[src/rtl/sha_pkg.sv]
// ----------------------------------------------------------------------------
// SHA-256 hasher package
// Shared payload types, command records and round constants.
// ----------------------------------------------------------------------------
package sha_pkg;

  typedef struct packed {
    logic [7:0] data_byte;
    logic       byte_valid;
    logic       end_of_message;
  } in_item_t;

  typedef struct packed {
    logic [31:0] digest_word;
    logic [2:0]  word_index;
    logic        last_word;
  } out_item_t;

  // One block of work for the compression engine.
  typedef struct packed {
    logic [511:0] block;
    logic         final_blk;
  } blk_cmd_t;

  localparam int unsigned BlockBytes = 64;
  localparam int unsigned LenPos     = 56;
  localparam logic [7:0]  PadByte    = 8'h80;
  localparam logic [7:0]  ByteMask   = 8'hFF;

  localparam logic [255:0] InitHash = {
    32'h6a09e667, 32'hbb67ae85, 32'h3c6ef372, 32'ha54ff53a,
    32'h510e527f, 32'h9b05688c, 32'h1f83d9ab, 32'h5be0cd19};

  function automatic logic [31:0] round_k(input logic [5:0] t);
    logic [31:0] k;
    case (t)
      6'd0: k = 32'h428a2f98;  6'd1: k = 32'h71374491;  6'd2: k = 32'hb5c0fbcf;
      6'd3: k = 32'he9b5dba5;  6'd4: k = 32'h3956c25b;  6'd5: k = 32'h59f111f1;
      6'd6: k = 32'h923f82a4;  6'd7: k = 32'hab1c5ed5;  6'd8: k = 32'hd807aa98;
      6'd9: k = 32'h12835b01;  6'd10: k = 32'h243185be; 6'd11: k = 32'h550c7dc3;
      6'd12: k = 32'h72be5d74; 6'd13: k = 32'h80deb1fe; 6'd14: k = 32'h9bdc06a7;
      6'd15: k = 32'hc19bf174; 6'd16: k = 32'he49b69c1; 6'd17: k = 32'hefbe4786;
      6'd18: k = 32'h0fc19dc6; 6'd19: k = 32'h240ca1cc; 6'd20: k = 32'h2de92c6f;
      6'd21: k = 32'h4a7484aa; 6'd22: k = 32'h5cb0a9dc; 6'd23: k = 32'h76f988da;
      6'd24: k = 32'h983e5152; 6'd25: k = 32'ha831c66d; 6'd26: k = 32'hb00327c8;
      6'd27: k = 32'hbf597fc7; 6'd28: k = 32'hc6e00bf3; 6'd29: k = 32'hd5a79147;
      6'd30: k = 32'h06ca6351; 6'd31: k = 32'h14292967; 6'd32: k = 32'h27b70a85;
      6'd33: k = 32'h2e1b2138; 6'd34: k = 32'h4d2c6dfc; 6'd35: k = 32'h53380d13;
      6'd36: k = 32'h650a7354; 6'd37: k = 32'h766a0abb; 6'd38: k = 32'h81c2c92e;
      6'd39: k = 32'h92722c85; 6'd40: k = 32'ha2bfe8a1; 6'd41: k = 32'ha81a664b;
      6'd42: k = 32'hc24b8b70; 6'd43: k = 32'hc76c51a3; 6'd44: k = 32'hd192e819;
      6'd45: k = 32'hd6990624; 6'd46: k = 32'hf40e3585; 6'd47: k = 32'h106aa070;
      6'd48: k = 32'h19a4c116; 6'd49: k = 32'h1e376c08; 6'd50: k = 32'h2748774c;
      6'd51: k = 32'h34b0bcb5; 6'd52: k = 32'h391c0cb3; 6'd53: k = 32'h4ed8aa4a;
      6'd54: k = 32'h5b9cca4f; 6'd55: k = 32'h682e6ff3; 6'd56: k = 32'h748f82ee;
      6'd57: k = 32'h78a5636f; 6'd58: k = 32'h84c87814; 6'd59: k = 32'h8cc70208;
      6'd60: k = 32'h90befffa; 6'd61: k = 32'ha4506ceb; 6'd62: k = 32'hbef9a3f7;
      default: k = 32'hc67178f2;
    endcase
    return k;
  endfunction

endpackage

[src/rtl/sha_core.sv]
// ----------------------------------------------------------------------------
// SHA-256 compression engine
// One round per cycle, rolling 16-word schedule, digest words read out by index.
// ----------------------------------------------------------------------------
module sha_core (
  input  logic               clk_i,
  input  logic               rst_ni,
  input  logic               cmd_valid_i,
  input  sha_pkg::blk_cmd_t  cmd_i,
  output logic               cmd_ready_o,
  output logic               empty_o,
  output sha_pkg::out_item_t out_o,
  input  logic               pop_i
);

  typedef enum logic [2:0] {
    CS_IDLE  = 3'b001,
    CS_ROUND = 3'b010,
    CS_OUT   = 3'b100
  } cstate_e;

  cstate_e      state_q, state_d;
  logic [255:0] h_q, h_d;
  logic [255:0] v_q, v_d;
  logic [511:0] w_q, w_d;
  logic [5:0]   t_q, t_d;
  logic [2:0]   idx_q, idx_d;
  logic         fin_q, fin_d;

  logic [31:0] a, b, c, d, e, f, g, hh, wt, w1, w14, w9;
  logic [31:0] s0, s1, e1, a0, ch, maj, t1, t2, wn;

  function automatic logic [31:0] rotr(input logic [31:0] x, input int n);
    return (x >> n) | (x << (32 - n));
  endfunction

  assign {a, b, c, d, e, f, g, hh} = v_q;
  assign wt  = w_q[511:480];
  assign w1  = w_q[479:448];
  assign w9  = w_q[223:192];
  assign w14 = w_q[63:32];
  assign s0  = rotr(w1, 7) ^ rotr(w1, 18) ^ (w1 >> 3);
  assign s1  = rotr(w14, 17) ^ rotr(w14, 19) ^ (w14 >> 10);
  assign wn  = wt + s0 + w9 + s1;
  assign e1  = rotr(e, 6) ^ rotr(e, 11) ^ rotr(e, 25);
  assign ch  = (e & f) ^ (~e & g);
  assign t1  = hh + e1 + ch + sha_pkg::round_k(t_q) + wt;
  assign a0  = rotr(a, 2) ^ rotr(a, 13) ^ rotr(a, 22);
  assign maj = (a & b) ^ (a & c) ^ (b & c);
  assign t2  = a0 + maj;

  assign cmd_ready_o = (state_q == CS_IDLE);
  assign empty_o     = !(state_q == CS_OUT);
  assign out_o.digest_word = h_q[255-32*idx_q -: 32];
  assign out_o.word_index  = idx_q;
  assign out_o.last_word   = (idx_q == 3'd7);

  always_comb begin
    state_d = state_q;
    h_d = h_q; v_d = v_q; w_d = w_q;
    t_d = t_q; idx_d = idx_q; fin_d = fin_q;
    case (state_q)
      CS_IDLE: begin
        if (cmd_valid_i) begin
          v_d = h_q; w_d = cmd_i.block; fin_d = cmd_i.final_blk;
          t_d = '0; state_d = CS_ROUND;
        end
      end
      CS_ROUND: begin
        v_d = {t1 + t2, a, b, c, d + t1, e, f, g};
        w_d = {w_q[479:0], wn};
        t_d = t_q + 6'd1;
        if (t_q == 6'd63) begin
          // Final round: fold the updated working words into the hash.
          for (int i = 0; i < 8; i++) h_d[32*i +: 32] = h_q[32*i +: 32] + v_d[32*i +: 32];
          idx_d   = '0;
          state_d = fin_q ? CS_OUT : CS_IDLE;
        end
      end
      CS_OUT: begin
        if (pop_i) begin
          idx_d = idx_q + 3'd1;
          if (idx_q == 3'd7) begin
            h_d = sha_pkg::InitHash;
            state_d = CS_IDLE;
          end
        end
      end
      default: state_d = CS_IDLE;
    endcase
  end

  always_ff @(posedge clk_i or negedge rst_ni) begin
    if (!rst_ni) begin
      state_q <= CS_IDLE;
      h_q     <= sha_pkg::InitHash;
      t_q     <= '0;
      idx_q   <= '0;
      fin_q   <= 1'b0;
    end else begin
      state_q <= state_d;
      h_q     <= h_d;
      t_q     <= t_d;
      idx_q   <= idx_d;
      fin_q   <= fin_d;
    end
  end

  always_ff @(posedge clk_i) begin
    v_q <= v_d;
    w_q <= w_d;
  end

endmodule

[config.mk]
export PLATFORM = sky130hd
export DESIGN_NAME = sha_core
export DESIGN_NICKNAME = d
export VERILOG_FILES = /design/src/rtl/sha_pkg.sv /design/src/rtl/sha_core.sv
export SDC_FILE = /design/constraint.sdc
export NUM_CORES = 2
export LEC_CHECK = 0
export BUFFER_PORTS_ARGS = -buffer_cell sky130_fd_sc_hd__clkbuf_2
export CAP_MARGIN = 25
export CELL_PAD_IN_SITES_DETAIL_PLACEMENT = 2
export CELL_PAD_IN_SITES_GLOBAL_PLACEMENT = 2
export CORE_UTILIZATION = 42
export CTS_CLUSTER_DIAMETER = 150
export DETAILED_ROUTE_END_ITERATION = 7
export PLACE_DENSITY = 0.91
export SYNTH_ARGS = -nofsm -noshare
export SYNTH_HDL_FRONTEND = slang
export SYNTH_SLANG_ARGS = --single-unit
[constraint.sdc]
create_clock -name clk_i -period 52.8 [get_ports clk_i]
set_input_delay 0 -clock clk_i [delete_from_list [all_inputs] [get_ports clk_i]]
set_output_delay 0 -clock clk_i [all_outputs]
set_load 0.01 [all_outputs]
==> impl_results.rst, run 1 <==
.. list-table::
   :header-rows: 1

   * - Metric
     - Value
   * - Result of the run
     - stopped before the end
   * - Last flow stage reached
     - 5_1_grt
   * - Stop err
     - [ERROR GRT-0116] Global routing finished with congestion. Check the congestion regions in the DRC Viewer.
   * - Vias in the first global route
     - 99170
   * - Deepest clock path buffer count
     - 3
   * - Most common flop cell mapped by yosys
     - edfxtp_1
   * - Vertical die dimension
     - 415 microns
   * - Top cell type by total area after synthesis
     - edfxtp_1
   * - CTS buffer count
     - 121
   * - Weighted congestion reported at the end of routability-driven placement
     - 0.9550
   * - Maximum number of pins on one net before global-route repair
     - 201
   * - CTS sink count
     - 1037
   * - Overall track demand over capacity in global routing
     - 0.7390
   * - Placed instance area
     - 0.07648 sq mm
   * - DIE WIDTH
     - 415 microns
   * - Initial Util
     - 0.4227
   * - H-tree depth reported by CTS
     - 3
   * - Syn Nets
     - 8949
   * - Area of the mapped netlist
     - 0.07164 sq mm
   * - Minimum setup slack after placement
     - 41.40 ns
   * - IO Pins
     - 555
   * - Most area-consuming cells after synthesis
     - edfxtp_1 (32%), nand2_1 (13%), ha_1 (7.0%), fa_1 (5.4%), dfstp_2 (5.0%)
   * - HPWL after DPL
     - 260600 microns
   * - Flip-flop and latch count after synthesis
     - 1037
   * - IO Port Bufs
     - 554
   * - Yosys top cell area share
     - 0.3219
   * - Async set-or-reset flop fraction in the synthesized netlist
     - 0.2594
   * - Root Buffer
     - clkbuf_16
   * - Average instance area after synthesis
     - 9.141 sq um
   * - Synth warn
     - 0
   * - Distinct cell type count after synthesis
     - 88
   * - First-pass GRT wire length
     - 904600 microns
   * - Number of cells produced by synthesis
     - 7837
   * - Post-synth EDFFs
     - 768
   * - Site row count
     - 151
   * - Total congestion overflow
     - 516
   * - Sequential-to-total area share from yosys stat
     - 0.4183
## kinds of logic after synthesis
group	synth area share
simple gates	0.1763
xor+xnor	0.07046
compound gates	0.1310
fa+ha+maj	0.1270
flops	0.4183
mux	0.03355
buf+inv	0.04337
## layer usage
metal | GRT usage | overflow
met2 | 0.8937 | 278
met1 | 0.7259 | 13
met3 | 0.5974 | 20
met4 | 0.7397 | 204
met5 | 0.4265 | 1
## synthesized netlist by cell type, types with 10 or more instances
library cell,count
nand2_1,2431
edfxtp_1,768
a21oi_1,462
inv_1,445
ha_1,400
o21ai_0,378
clkbuf_1,344
xnor2_1,331
nor2_1,328
xor2_1,240
a21o_1,209
fa_1,195
dfstp_2,137
dfrtp_1,132
mux2_2,71
nand3_1,70
mux4_2,69
nand2b_1,63
nor3_1,60
o21a_1,51
a31oi_1,47
o21bai_1,46
nor2b_1,40
a211oi_1,39
and3_1,36
o211ai_1,34
buf_1,33
o31ai_1,29
nand4_1,22
and2_1,19
maj3_1,19
o22ai_1,18
a21boi_0,16
or3_1,15
a22o_1,14
a211o_1,13
or2_2,12
a221oi_1,10
a31o_2,10
o22a_1,10
o41ai_1,10
## through the flow
step                      utilization  hold WS, ns  std cells
after global placement         0.4512      0.01964      10310
after detailed placement       0.4513      0.01517      10310
after CTS                      0.5087    0.0001779      11100
after floorplan                     -      -0.2956       7837
## timing repair
item | 4_1_cts
gates resized for setup | 0
endpoints found under the hold margin | 670
buffers inserted | 0
hold buffers | 560
==> run 2: changes to the inputs <==
==> config.mk (replaced) <==
export PLATFORM = sky130hd
export DESIGN_NAME = sha_core
export DESIGN_NICKNAME = d
export VERILOG_FILES = /design/src/rtl/sha_pkg.sv /design/src/rtl/sha_core.sv
export SDC_FILE = /design/constraint.sdc
export NUM_CORES = 2
export LEC_CHECK = 0
export BUFFER_PORTS_ARGS = -buffer_cell sky130_fd_sc_hd__clkbuf_2
export CAP_MARGIN = 25
export CORE_UTILIZATION = 28
export DETAILED_ROUTE_END_ITERATION = 7
export PLACE_DENSITY_LB_ADDON = 0.15
export SYNTH_ARGS = -nofsm -noshare
export SYNTH_HDL_FRONTEND = slang
export SYNTH_SLANG_ARGS = --single-unit
==> impl_results.rst, run 2 <==
.. list-table::
   :header-rows: 1

   * - Metric
     - Value
   * - Result of the run
     - finished clean
   * - Worst-Skew Late Latency
     - 0.80 ns
   * - Total congestion overflow
     - 0
   * - Number of cells after detailed placement
     - 11460 (+11%)
   * - Site row count
     - 185 (+23%)
   * - Longest individual stage delay on the worst path
     - 0.94 ns
   * - Antenna violations before repair
     - 33
   * - Iteration count of the initial detailed-routing pass
     - 6
   * - Hold buffers post-CTS
     - 687 (+23%)
   * - Endpoint of the worst register-to-register path
     - h_q[255]
   * - Final std cell area, no fill
     - 0.08927 sq mm
   * - Vias in the first global route
     - 61140
   * - Root Buffer
     - clkbuf_16
   * - Number of nets in the layout
     - 10040
   * - Violation count after the first detailed-routing iteration
     - 5252
   * - Logic depth of the worst register-to-register path
     - 42
   * - Layout cells sized above 1
     - 0.1287
   * - Weighted congestion reported at the end of routability-driven placement
     - 0.8934 (-6.5%)
   * - CTS buffer count
     - 135 (+12%)
   * - Most used cell, CP
     - o21ai_0
   * - Start point of the critical path
     - t_q[1]
   * - Crit path required time
     - 53.48 ns
   * - Critical path endpoint
     - h_q[255]
   * - Worst Max-Slew Pin Slew
     - 1.149 ns
   * - IO Port Bufs
     - 554 (unchanged)
   * - HPWL after DPL
     - 224100 microns (-14%)
   * - Synth warn
     - 0 (unchanged)
   * - Cell type of the slowest stage on the worst timing path
     - ha_1
   * - Unrepaired setup endpoints after global routing
     - no
   * - Syn Nets
     - 8949 (unchanged)
   * - Via density per instance
     - 4.971
   * - Average routed wire per standard cell
     - 24.22 microns
   * - Max Cap Violations
     - 0
   * - End-of-flow core utilization
     - 0.3512
   * - Setup Skew
     - 0.05912 ns
   * - Area of the mapped netlist
     - 0.07164 sq mm (unchanged)
   * - Maximum clock frequency
     - 0.08556 GHz
   * - Regs by FF count
     - w_q (512), h_q (256), v_q (256)
   * - Vias
     - 61710
   * - Maximum number of pins on one net before global-route repair
     - 161
   * - Drc violations
     - 0
   * - Critical register-to-register path startpoint
     - t_q[1]
   * - Crit path arrival time
     - 12.37 ns
   * - DIE WIDTH
     - 507.8 microns (+22%)
   * - Final critical-path required period
     - 11.69 ns
   * - Final ANT Viol Nets
     - 0
   * - Setup violators final
     - 0
   * - Most common flop cell mapped by yosys
     - edfxtp_1
   * - Fin cells
     - 12410
   * - TritonCTS clock tree
     - done
   * - Clock-pin slew of the registers on the worst-case setup and hold paths
     - 0.06 ns
   * - Yosys top cell area share
     - 0.3219 (unchanged)
   * - Sum of negative setup slack
     - 0 ns
   * - Startpoint-to-endpoint class of the critical path
     - flop to flop
   * - Initial Util
     - 0.2819 (-0.1409)
   * - Flip-flop and latch count after synthesis
     - 1037 (unchanged)
   * - Async set-or-reset flop fraction in the synthesized netlist
     - 0.2594 (unchanged)
   * - CTS sink count
     - 1037 (unchanged)
   * - Commonest cells post-synth
     - nand2_1 (2431), edfxtp_1 (768), a21oi_1 (462)
   * - Period Utilization, post-route
     - 0.2214
   * - Final Slew Violations
     - 0
   * - Top-count cell post-synth
     - nand2_1
   * - Placed instance area
     - 0.07795 sq mm (+1.9%)
   * - Top cell type by total area after synthesis
     - edfxtp_1
   * - Post-synth EDFFs
     - 768 (unchanged)
   * - Flop-to-flop setup slack
     - 41.11 ns
   * - First-pass GRT wire length
     - 428700 microns
   * - Most area-consuming cells after synthesis
     - edfxtp_1 (32%), nand2_1 (13%), ha_1 (7.0%), fa_1 (5.4%), dfstp_2 (5.0%)
   * - Number of flip-flops in the largest register
     - 512
   * - Deepest clock path buffer count
     - 3 (unchanged)
   * - Final Hold Viols
     - 0
   * - Normalized max-slew margin
     - 0.2343
   * - Max FO, Critical Path
     - 17
   * - Biggest register
     - w_q
   * - Critical Path Sink Type
     - flop
   * - Setup Fix Bufs, Post-CTS
     - 0 (unchanged)
   * - H-tree depth reported by CTS
     - 4 (+1)
   * - Nature of the critical path startpoint
     - flop
   * - Sum of routed wire length over all layers
     - 300700 microns
   * - Area added between synthesis and finish
     - 24.61%
   * - IO Pins
     - 555 (unchanged)
   * - Number of cells produced by synthesis
     - 7837 (unchanged)
   * - Most common library cell in the layout ignoring fill and taps
     - nand2_1
   * - Vertical die dimension
     - 507.8 microns (+22%)
   * - Sequential-to-total area share from yosys stat
     - 0.4183 (unchanged)
   * - Commonest cells after routing, fill and taps aside
     - nand2_1 (2431), edfxtp_1 (768), dlygate4sd3_1 (686), clkbuf_2 (554), a21oi_1 (461)
   * - Overall track demand over capacity in global routing
     - 0.2266
   * - Core box area
     - 0.2542 sq mm
   * - Worst min path class
     - input port to flop
   * - Post-cts sizing count
     - 0 (unchanged)
   * - Distinct cell type count after synthesis
     - 88 (unchanged)
   * - Average instance area after synthesis
     - 9.141 sq um (unchanged)
   * - Overall die area
     - 0.2579 sq mm
==> run 2: cell counts after synthesis <==
No cell type changed its count.
==> run 2: layer usage <==
| metal | vias up | wire length, microns | global-route usage |
|---|---|---|---|
| met5 | - | 97 | 0 |
| met2 | 1783 | 136800 | 0.3604 |
| met3 | 344 | 14700 | 0.02778 |
| met1 | 30680 | 141800 | 0.3243 |
| met4 | 16 | 7272 | 0.05640 |
| li1 | 28890 | - | - |
==> run 2: metrics by stage <==
step | hold WS (ns) | setup slack, ns
3_3_place_gp | 0.06363 | 41.12
2_1_floorplan | -0.2956 | 35.57
3_5_place_dp | 0.04618 | 41.19
6_report | 0.03224 | 41.11
4_1_cts | 0.0001641 | 41.17
5_1_grt | 0.01431 | 40.29
==> run 2: worst min path at each step <==
stage                          start       end  cells past startpoint
after detailed placement      rst_ni  h_q[215]                      1
after global routing       cmd_i[94]   w_q[93]                      4
after global placement        rst_ni  h_q[215]                      1
final                      cmd_i[94]   w_q[93]                      4
after CTS                 cmd_i[375]  w_q[374]                      4
after floorplan               rst_ni     fin_q                      0
==> run 2: cell families (layout without fill, tap and decap cells) <==
logic type / after synthesis / in the layout / share of synthesized area
flip-flops: 1037 / 1037 / 0.4183
AND/OR/NAND/NOR: 3138 / 3138 / 0.1763
adder cells (fa/ha/maj): 614 / 614 / 0.1270
buffers and inverters: 826 / 2018 / 0.04337
AO/OA/AOI/OAI: 1504 / 1504 / 0.1310
multiplexers: 145 / 145 / 0.03355
other: 0 / 19 / 0
XOR/XNOR: 573 / 573 / 0.07046
==> run 2: cell type report <==
cell class	instances	area, sq um
clock buffer	185	3707
multi-input combinational	5974	38610
tap	3366	4212
fill	25920	164900
timing repair buffer	1329	10360
inverter	446	1682
clock inverter	58	665.6
antenna	19	47.55
sequential	1037	29980
==> run 2: worst max-delay path, delay by kind of cell, from the launching register on <==
| family | cells | cell delay [ns] |
|---|---|---|
| AOI/OAI and AO/OA | 24 | 4.90 |
| adders and majority gates | 6 | 2.92 |
| and+or+nand+nor | 7 | 1.49 |
| DFF | 1 | 0.80 |
| buffers and inverters | 2 | 0.74 |
| xor gates and xnor gates | 3 | 0.72 |
Power of run 2 is not shown: default switching activity piles up to over one toggle a cycle in this logic, so the estimate is an artifact.
